`src/rtl/i2cs_pkg.sv`:
```
// Shared constants and command codes of the I2C master bit sequencer.
package i2cs_pkg;

  localparam int CmdW  = 4;
  localparam int DataW = 8;
  localparam int TickW = 8;

  localparam logic [DataW-1:0] PhaseTicksRst = 8'd15;

  // Command codes, also used as the running-operation code
  localparam logic [CmdW-1:0] OpIdle   = 4'd0;
  localparam logic [CmdW-1:0] OpStart  = 4'd1;
  localparam logic [CmdW-1:0] OpStop   = 4'd2;
  localparam logic [CmdW-1:0] OpWrite  = 4'd3;
  localparam logic [CmdW-1:0] OpRead   = 4'd4;
  localparam logic [CmdW-1:0] OpAck    = 4'd5;
  localparam logic [CmdW-1:0] OpNack   = 4'd6;
  localparam logic [CmdW-1:0] OpCheck  = 4'd7;
  localparam logic [CmdW-1:0] OpBusRst = 4'd8;

  // Register indexes on the configuration port
  localparam logic RegPhaseTicks = 1'b0;

endpackage

```
`src/rtl/i2cs_if.sv`:
```
// Tick and pin-result channel interfaces of the I2C master bit sequencer.
interface i2cs_in_if;
  import i2cs_pkg::*;

  logic             valid;
  logic             ready;
  logic [CmdW-1:0]  cmd;
  logic [DataW-1:0] wr_data;
  logic             sda_in;

  modport source (output valid, output cmd, output wr_data, output sda_in, input ready);
  modport sink   (input valid, input cmd, input wr_data, input sda_in, output ready);
endinterface

interface i2cs_out_if;
  import i2cs_pkg::*;

  logic             valid;
  logic             ready;
  logic             scl;
  logic             sda_release;
  logic             sda_input_mode;
  logic             write_control;
  logic             busy_res;
  logic [DataW-1:0] rd_data;
  logic             rd_valid;
  logic             ack_status;
  logic             ack_valid;
  logic             done_res;

  modport source (
    output valid, output scl, output sda_release, output sda_input_mode,
    output write_control, output busy_res, output rd_data, output rd_valid,
    output ack_status, output ack_valid, output done_res, input ready
  );
  modport sink (
    input valid, input scl, input sda_release, input sda_input_mode,
    input write_control, input busy_res, input rd_data, input rd_valid,
    input ack_status, input ack_valid, input done_res, output ready
  );
endinterface

```
`src/rtl/i2c_master_bit_sequencer.sv`:
```
// Top level of the I2C master bit sequencer: phase sequencer, result register, APB register.
// Each input word is one timebase tick carrying an optional command and the sampled SDA
// level; every tick gives exactly one result word with the pin levels after that tick.
// A tick is accepted in every clock cycle unless a held result waits unread; its result
// appears in the single output register on the following cycle, and a new tick is taken
// while the held result is being read. Commands arriving while a sequence runs are
// ignored, as are codes 9 to 15. Each bus phase lasts phase_ticks ticks
// (APB byte address 0, reset 15, zero acts as one). A bus reset gives RESET_PULSES SCL
// pulses after one setup phase and leaves write-control low.
module i2c_master_bit_sequencer #(
  parameter int RESET_PULSES = 9
) (
  input  logic        clk_i,
  input  logic        rst_ni,
  i2cs_in_if.sink     in_i,
  i2cs_out_if.source  out_o,
  input  logic        psel,
  input  logic        penable,
  input  logic        pwrite,
  input  logic [2:0]  paddr,
  input  logic [31:0] pwdata,
  output logic [31:0] prdata,
  output logic        pready
);
  import i2cs_pkg::*;

  localparam int BusRstPhases = 1 + 2 * RESET_PULSES;
  localparam int PhCnt        = (BusRstPhases > 16) ? BusRstPhases : 16;
  localparam int PhW          = $clog2(PhCnt);

  logic [TickW-1:0] pt_q;
  logic [CmdW-1:0]  op_q, op_d;
  logic [PhW-1:0]   ph_q, ph_d;
  logic [TickW-1:0] tick_q, tick_d;
  logic [DataW-1:0] shift_q, shift_d;
  logic             scl_q, scl_d, sda_q, sda_d, dir_q, dir_d, wc_q, wc_d, ack_q, ack_d;

  logic             accept;
  logic             enter;
  logic             done, rd_vld, ack_vld;
  logic             last_phase;
  logic [TickW-1:0] limit;
  logic [TickW-1:0] tick_inc;
  logic             cfg_wr;

  // Configuration register
  assign pready = 1'b1;
  assign cfg_wr = psel && penable && pwrite && (paddr[2] == RegPhaseTicks);
  assign prdata = (paddr[2] == RegPhaseTicks) ? {24'b0, pt_q} : 32'b0;

  always_ff @(posedge clk_i or negedge rst_ni) begin
    if (!rst_ni) begin
      pt_q <= PhaseTicksRst;
    end else if (cfg_wr) begin
      pt_q <= pwdata[TickW-1:0];
    end
  end

  // Output register frees up as soon as its word is taken
  assign in_i.ready = !out_o.valid || out_o.ready;
  assign accept     = in_i.valid && in_i.ready;

  assign limit    = (pt_q == '0) ? TickW'(1) : pt_q;
  assign tick_inc = tick_q + TickW'(1);

  always_comb begin
    unique case (op_q)
      OpStart:                         last_phase = (ph_q == PhW'(2));
      OpStop, OpAck, OpNack, OpCheck:  last_phase = (ph_q == PhW'(1));
      OpWrite, OpRead:                 last_phase = (ph_q == PhW'(15));
      OpBusRst:                        last_phase = (ph_q == PhW'(BusRstPhases - 1));
      default:                         last_phase = 1'b1;
    endcase
  end

  always_comb begin
    op_d    = op_q;
    ph_d    = ph_q;
    tick_d  = tick_q;
    shift_d = shift_q;
    scl_d   = scl_q;
    sda_d   = sda_q;
    dir_d   = dir_q;
    wc_d    = wc_q;
    ack_d   = ack_q;
    enter   = 1'b0;
    done    = 1'b0;
    rd_vld  = 1'b0;
    ack_vld = 1'b0;

    if (op_q == OpIdle) begin
      if (in_i.cmd >= OpStart && in_i.cmd <= OpBusRst) begin
        op_d   = in_i.cmd;
        ph_d   = '0;
        tick_d = '0;
        if (in_i.cmd == OpWrite) begin
          shift_d = in_i.wr_data;
        end
        enter = 1'b1;
      end
    end else begin
      tick_d = tick_inc;
      if (tick_inc >= limit) begin
        tick_d = '0;
        // sample SDA at the end of an SCL-high phase, before the pins move
        if (op_q == OpCheck && ph_q == '0) begin
          ack_d = in_i.sda_in;
        end
        if (op_q == OpRead && !ph_q[0]) begin
          shift_d = {shift_q[DataW-2:0], in_i.sda_in};
        end
        if (!last_phase) begin
          ph_d  = ph_q + PhW'(1);
          enter = 1'b1;
        end else begin
          done = 1'b1;
          if (op_q == OpWrite) begin
            sda_d = 1'b1;
          end
          if (op_q == OpRead) begin
            dir_d  = 1'b0;
            rd_vld = 1'b1;
          end
          if (op_q == OpCheck) begin
            dir_d   = 1'b0;
            ack_vld = 1'b1;
          end
          op_d = OpIdle;
          ph_d = '0;
        end
      end
    end

    // Apply the pin levels of the phase being entered
    if (enter) begin
      unique case (op_d)
        OpStart: begin
          if (ph_d == '0) begin
            scl_d = 1'b1;
            sda_d = 1'b1;
          end else if (ph_d == PhW'(1)) begin
            sda_d = 1'b0;
          end else begin
            scl_d = 1'b0;
          end
        end
        OpStop: begin
          if (ph_d == '0) begin
            sda_d = 1'b0;
            scl_d = 1'b1;
          end else begin
            sda_d = 1'b1;
          end
        end
        OpAck: begin
          scl_d = (ph_d == '0);
          sda_d = (ph_d != '0);
        end
        OpNack: begin
          scl_d = (ph_d == '0);
          sda_d = (ph_d == '0);
        end
        OpCheck: begin
          if (ph_d == '0) begin
            sda_d = 1'b1;
            dir_d = 1'b1;
            scl_d = 1'b1;
          end else begin
            scl_d = 1'b0;
          end
        end
        OpWrite: begin
          // MSB first: bit index is 7 minus the bit count
          if (!ph_d[0]) begin
            sda_d = shift_d[~ph_d[3:1]];
            scl_d = 1'b1;
          end else begin
            scl_d = 1'b0;
          end
        end
        OpRead: begin
          if (ph_d == '0) begin
            sda_d = 1'b1;
            dir_d = 1'b1;
          end
          scl_d = !ph_d[0];
        end
        OpBusRst: begin
          if (ph_d == '0) begin
            wc_d  = 1'b0;
            sda_d = 1'b1;
            scl_d = 1'b0;
          end else begin
            scl_d = ph_d[0];
          end
        end
        default: begin
        end
      endcase
    end
  end

  always_ff @(posedge clk_i or negedge rst_ni) begin
    if (!rst_ni) begin
      op_q    <= OpIdle;
      ph_q    <= '0;
      tick_q  <= '0;
      shift_q <= '0;
      scl_q   <= 1'b1;
      sda_q   <= 1'b1;
      dir_q   <= 1'b0;
      wc_q    <= 1'b1;
      ack_q   <= 1'b0;
    end else if (accept) begin
      op_q    <= op_d;
      ph_q    <= ph_d;
      tick_q  <= tick_d;
      shift_q <= shift_d;
      scl_q   <= scl_d;
      sda_q   <= sda_d;
      dir_q   <= dir_d;
      wc_q    <= wc_d;
      ack_q   <= ack_d;
    end
  end

  // Result register
  always_ff @(posedge clk_i or negedge rst_ni) begin
    if (!rst_ni) begin
      out_o.valid <= 1'b0;
    end else if (accept) begin
      out_o.valid <= 1'b1;
    end else if (out_o.ready) begin
      out_o.valid <= 1'b0;
    end
  end

  always_ff @(posedge clk_i) begin
    if (accept) begin
      out_o.scl            <= scl_d;
      out_o.sda_release    <= sda_d;
      out_o.sda_input_mode <= dir_d;
      out_o.write_control  <= wc_d;
      out_o.busy_res       <= (op_d != OpIdle);
      out_o.rd_data        <= rd_vld ? shift_d : '0;
      out_o.rd_valid       <= rd_vld;
      out_o.ack_status     <= ack_d;
      out_o.ack_valid      <= ack_vld;
      out_o.done_res       <= done;
    end
  end

  // SDA is an input only during a read or an ACK check
  a_dir_in_op: assert property (@(posedge clk_i) disable iff (!rst_ni)
    dir_q |-> (op_q == OpRead || op_q == OpCheck))
    else $error("SDA input mode outside read or ack check");

  // Idle leaves the phase and tick counters cleared
  a_idle_clear: assert property (@(posedge clk_i) disable iff (!rst_ni)
    (op_q == OpIdle) |-> (ph_q == '0 && tick_q == '0))
    else $error("phase or tick counter left over in idle");

  // Write-control drops only when a bus reset starts
  a_wc_fall: assert property (@(posedge clk_i) disable iff (!rst_ni)
    $fell(wc_q) |-> (op_q == OpBusRst))
    else $error("write-control dropped outside bus reset");

  // A completed read or ack check always ends its sequence
  a_flag_done: assert property (@(posedge clk_i) disable iff (!rst_ni)
    (out_o.valid && (out_o.rd_valid || out_o.ack_valid)) |->
      (out_o.done_res && !out_o.busy_res))
    else $error("read or ack result without sequence completion");

endmodule
```
`src/flat_wrapper.sv`:
```
// flat-port wrapper written by rule: the top's interface ports become plain ports
module i2c_master_bit_sequencer_flat import i2cs_pkg::*;
#(
  parameter int RESET_PULSES = 9
)
  (clk_i, rst_ni, psel, penable, pwrite, paddr, pwdata, prdata, pready, in_i_valid, in_i_cmd, in_i_wr_data, in_i_sda_in, in_i_ready, out_o_valid, out_o_scl, out_o_sda_release, out_o_sda_input_mode, out_o_write_control, out_o_busy_res, out_o_rd_data, out_o_rd_valid, out_o_ack_status, out_o_ack_valid, out_o_done_res, out_o_ready);
  i2cs_in_if in_i_i ();
  i2cs_out_if out_o_i ();
  input  logic clk_i;
  input  logic rst_ni;
  input  logic psel;
  input  logic penable;
  input  logic pwrite;
  input  logic [2:0] paddr;
  input  logic [31:0] pwdata;
  output logic [31:0] prdata;
  output logic pready;
  input wire logic [$bits(in_i_i.valid)-1:0] in_i_valid;
  input wire logic [$bits(in_i_i.cmd)-1:0] in_i_cmd;
  input wire logic [$bits(in_i_i.wr_data)-1:0] in_i_wr_data;
  input wire logic [$bits(in_i_i.sda_in)-1:0] in_i_sda_in;
  output wire logic [$bits(in_i_i.ready)-1:0] in_i_ready;
  output wire logic [$bits(out_o_i.valid)-1:0] out_o_valid;
  output wire logic [$bits(out_o_i.scl)-1:0] out_o_scl;
  output wire logic [$bits(out_o_i.sda_release)-1:0] out_o_sda_release;
  output wire logic [$bits(out_o_i.sda_input_mode)-1:0] out_o_sda_input_mode;
  output wire logic [$bits(out_o_i.write_control)-1:0] out_o_write_control;
  output wire logic [$bits(out_o_i.busy_res)-1:0] out_o_busy_res;
  output wire logic [$bits(out_o_i.rd_data)-1:0] out_o_rd_data;
  output wire logic [$bits(out_o_i.rd_valid)-1:0] out_o_rd_valid;
  output wire logic [$bits(out_o_i.ack_status)-1:0] out_o_ack_status;
  output wire logic [$bits(out_o_i.ack_valid)-1:0] out_o_ack_valid;
  output wire logic [$bits(out_o_i.done_res)-1:0] out_o_done_res;
  input wire logic [$bits(out_o_i.ready)-1:0] out_o_ready;
  assign in_i_i.valid = in_i_valid;
  assign in_i_i.cmd = in_i_cmd;
  assign in_i_i.wr_data = in_i_wr_data;
  assign in_i_i.sda_in = in_i_sda_in;
  assign in_i_ready = in_i_i.ready;
  assign out_o_valid = out_o_i.valid;
  assign out_o_scl = out_o_i.scl;
  assign out_o_sda_release = out_o_i.sda_release;
  assign out_o_sda_input_mode = out_o_i.sda_input_mode;
  assign out_o_write_control = out_o_i.write_control;
  assign out_o_busy_res = out_o_i.busy_res;
  assign out_o_rd_data = out_o_i.rd_data;
  assign out_o_rd_valid = out_o_i.rd_valid;
  assign out_o_ack_status = out_o_i.ack_status;
  assign out_o_ack_valid = out_o_i.ack_valid;
  assign out_o_done_res = out_o_i.done_res;
  assign out_o_i.ready = out_o_ready;
  i2c_master_bit_sequencer #(.RESET_PULSES(RESET_PULSES)) u_core (.clk_i(clk_i), .rst_ni(rst_ni), .in_i(in_i_i), .out_o(out_o_i), .psel(psel), .penable(penable), .pwrite(pwrite), .paddr(paddr), .pwdata(pwdata), .prdata(prdata), .pready(pready));
endmodule
```
`config.mk`:
```
export PLATFORM = sky130hd
export DESIGN_NAME = i2c_master_bit_sequencer_flat
export DESIGN_NICKNAME = d
export VERILOG_FILES = /design/src/rtl/i2cs_pkg.sv /design/src/rtl/i2cs_if.sv /design/src/rtl/i2c_master_bit_sequencer.sv /design/src/flat_wrapper.sv
export SDC_FILE = /design/constraint.sdc
export NUM_CORES = 1
export LEC_CHECK = 0
export ABC_AREA = 1
export BUFFER_PORTS_ARGS = -buffer_cell sky130_fd_sc_hd__buf_4
export CORE_MARGIN = 5
export CORE_UTILIZATION = 57
export DETAILED_ROUTE_END_ITERATION = 10
export GPL_TIMING_DRIVEN = 0
export PLACE_DENSITY = 0.87
export REMOVE_ABC_BUFFERS = 1
export SYNTH_ARGS = -nofsm -noshare
export SYNTH_HDL_FRONTEND = slang
export SYNTH_SLANG_ARGS = --single-unit
```
`constraint.sdc`:
```
create_clock -name clk_i -period 5.5 [get_ports clk_i]
set_input_delay 0.55 -clock clk_i [delete_from_list [all_inputs] [get_ports clk_i]]
set_output_delay 0.55 -clock clk_i [all_outputs]
set_load 0.005 [all_outputs]
```
==> reports/metrics.cfg <==
[synth]
ys.flop_type=dfrtp_1
synth-seq-cells=56
ys_async_sr_fraction_pct=69.64
yosysTopAreaCell=dfrtp_1
yosys.area.top_type_share_pct=21.56
synthTopCellsByArea=dfrtp_1, nand2_1, edfxtp_1
synth_edf_count=17
yosysUniqueCellTypes=33
syn_avg_cell_area_um2=7.313
ys_seq_area_share_pct=40.25
synth_area_um2=3715
synth_cells=508
yosysWarnings=0

[critical_path]
end_kind=flip-flop
critPathLaunchType=flip-flop
worst-path-buf-inv=1
slowest_stage=nand3_1
cp_common_cell=nand2_1
path_cells=nand2_1 -> nor2_1 -> nand4_1 -> nor2_1 -> xor2_1 -> ha_1 -> a21oi_1 -> o21a_1 -> nand3_1 -> nand2_2 -> nand2_1 -> nand2_1 -> nor2_1 -> nand2_2 -> inv_1 -> nor2_1 -> nand2_1 -> nand2_1 -> nand2_1 -> nor2_2 -> a21boi_1
cpPeakStageDelay_ns=0.61
crit_fanout=22
cp_data_arrival_time_ns=4.29
critPathTopFamily=simple AND/OR/NAND/NOR gates
required_ns=5.58
crit_type=flip-flop to flip-flop

[power]
power_density_nw_per_um2=485.1
worst_ir_drop_vdd_v=0.0002767
leakagePower_nw=2.150

[cells_and_area]
fin_cells=636
fillers=553
regArea_um2=1495
nets=624
multi_input_area_um2=1859
layout_common_cells=nand2_1, buf_4, nand3_1, inv_1, nor2_1
drive_gt1_share_pct=17.89
syn2layout_area_growth_pct=12.36
layout_commonest_cell=nand2_1
diodes=0

[floorplan]
core_area_um2=6350
die_area_um2=8232
ios=107
die_y_um=90.73
die_w_um=90.73
rows=29
start_util_pct=58.50

[clocking]
cts_tree=done
clkLatencyLatePin_ns=0.32
clockBufferDepth=2
clock_sinks=56
clk_pin_slew_ns=0.10
htreeDepth=2
cts_hold_buf=0
postCtsSetupBuffers=0
numCtsBuffers=5
cts-root-buf=clkbuf_8
cts-resized-gates=0

[sta]
hold_viol_final=0
slew-limit-headroom_pct=30.51
rsz0062_at_grt=no
tns_ns=0
maxSlewViolCount=0
worst_pin_slew_ns=1.041
period_minus_slack_ns=4.214
fmax_mhz=237.3
post-route-period-util_pct=76.61
final.setup_skew_ns=0.01100
setup_viol=0

[global_routing]
grt_pass1_wl_mm=15.24
first_global_vias=3499
grt_max_degree=40
grt_usage_pct=21.85
antenna_found_initial=0
grt_overflow=0

[place]
place.port_buffers=55
place_inst=628
place_hpwl_mm=6.446
gp_congestion=0.9234

[detailed_routing]
dr.pass1.iters=5
drt-total-wl_mm=8.695
via_count=3482
ant_nets=0
vias_per_cell=5.475
post_drt_wl_per_cell_um=13.67
drc=0
drt-initial-drc-count=268

[hold_path]
hold_path.class=primary input to async pin

[status]
status=finished clean

[run]
drv_cap=0

-- registers in the layout (all words and copies together), names as in the netlist, 4 cells and up --
name	cells
u_core.shift_q	8
u_core.tick_q	8
u_core.pt_q	8
u_core.ph_q	5
u_core.out_o.rd_data	8
u_core.op_q	4
-- cells in the mapped netlist (3+ instances only) --
cell type,number
a21oi_1,17
buf_2,3
buf_4,25
clkbuf_1,6
dfrtp_1,32
dfstp_2,7
edfxtp_1,17
ha_1,11
inv_1,49
inv_2,5
nand2_1,145
nand2_2,11
nand3_1,53
nand4_1,10
nor2_1,46
nor2_2,10
nor3_1,4
o21ai_0,24
o22ai_1,8
xor2_1,6
-- power by group --
part,switching [mW],internal [mW],leakage (nW),total (mW)
Sequential,0.100,0.567,0.649,0.667
Combinational,0.730,0.382,1.45,1.11
Clock,0.131,0.115,0.0515,0.246
Total,0.961,1.06,2.15,2.02
-- worst reg2reg max path, delay by kind of cell (launching register included) --
family / cells / cell delay, ns
AOI/OAI and AO/OA: 3 / 0.38
adders and majority gates: 1 / 0.28
and+or+nand+nor: 15 / 2.63
xor gates and xnor gates: 1 / 0.21
DFF: 1 / 0.42
buffers and inverters: 1 / 0.06
-- per-stage QoR --
stage | utilization (%) | area [um^2] | hold slack [ns] | setup slack (ns) | total power [mW]
floorplan | - | 3565 | 0.2544 | 2.095 | 1.476
CTS | 65.73 | 4174 | 0.2156 | 1.357 | 2.014
finish | 65.73 | 4174 | 0.1948 | 1.286 | 2.025
global placement | 64.16 | 4074 | 0.4540 | 1.428 | 1.719
global route | 65.73 | 4174 | 0.2407 | 0.8393 | 2.225
detailed placement | 64.16 | 4074 | 0.4597 | 1.357 | 1.766
-- kinds of logic after synthesis --
family	count (synthesis)	share of synthesized area, %
xor gates and xnor gates	6	1.415
adders and majority gates	11	3.705
AOI/OAI and AO/OA	58	8.724
DFF	56	40.25
and+or+nand+nor	284	33.68
buffers and inverters	91	12.02
other	2	0.2022
-- metal layers --
layer	share of wire [%]	GRT usage, %	up-vias
met5	0	0	-
met1	41	25.46	1622
met2	51	39.59	141
met4	1.4	7.196	0
met3	6.6	4.417	15
li1	-	-	1704
-- area by class of cell --
class | instances | area share, %
well taps | 77 | 2.308
repair buffers | 55 | 9.892
clock buffers | 8 | 2.398
inverters | 56 | 5.036
flip-flops and latches | 56 | 35.82
multi-input cells | 384 | 44.54
-- final timing paths --
path,startpoint,to,slack (ns),depth (start not counted)
max in group asynchronous,rst_ni,u_core.pt_q[2],4.92,1
worst max register to register,u_core.tick_q[0],u_core.out_o.sda_release,1.29,21
worst max-delay path,u_core.tick_q[0],u_core.out_o.sda_release,1.29,21
worst min register to register,u_core.wc_q,u_core.wc_q,0.48,2
worst min-delay path,rst_ni,u_core.shift_q[4],0.19,1
min in group clk_i,pwdata[1],u_core.pt_q[1],0.47,3
Note: power is estimated with default switching activity, not from simulation.
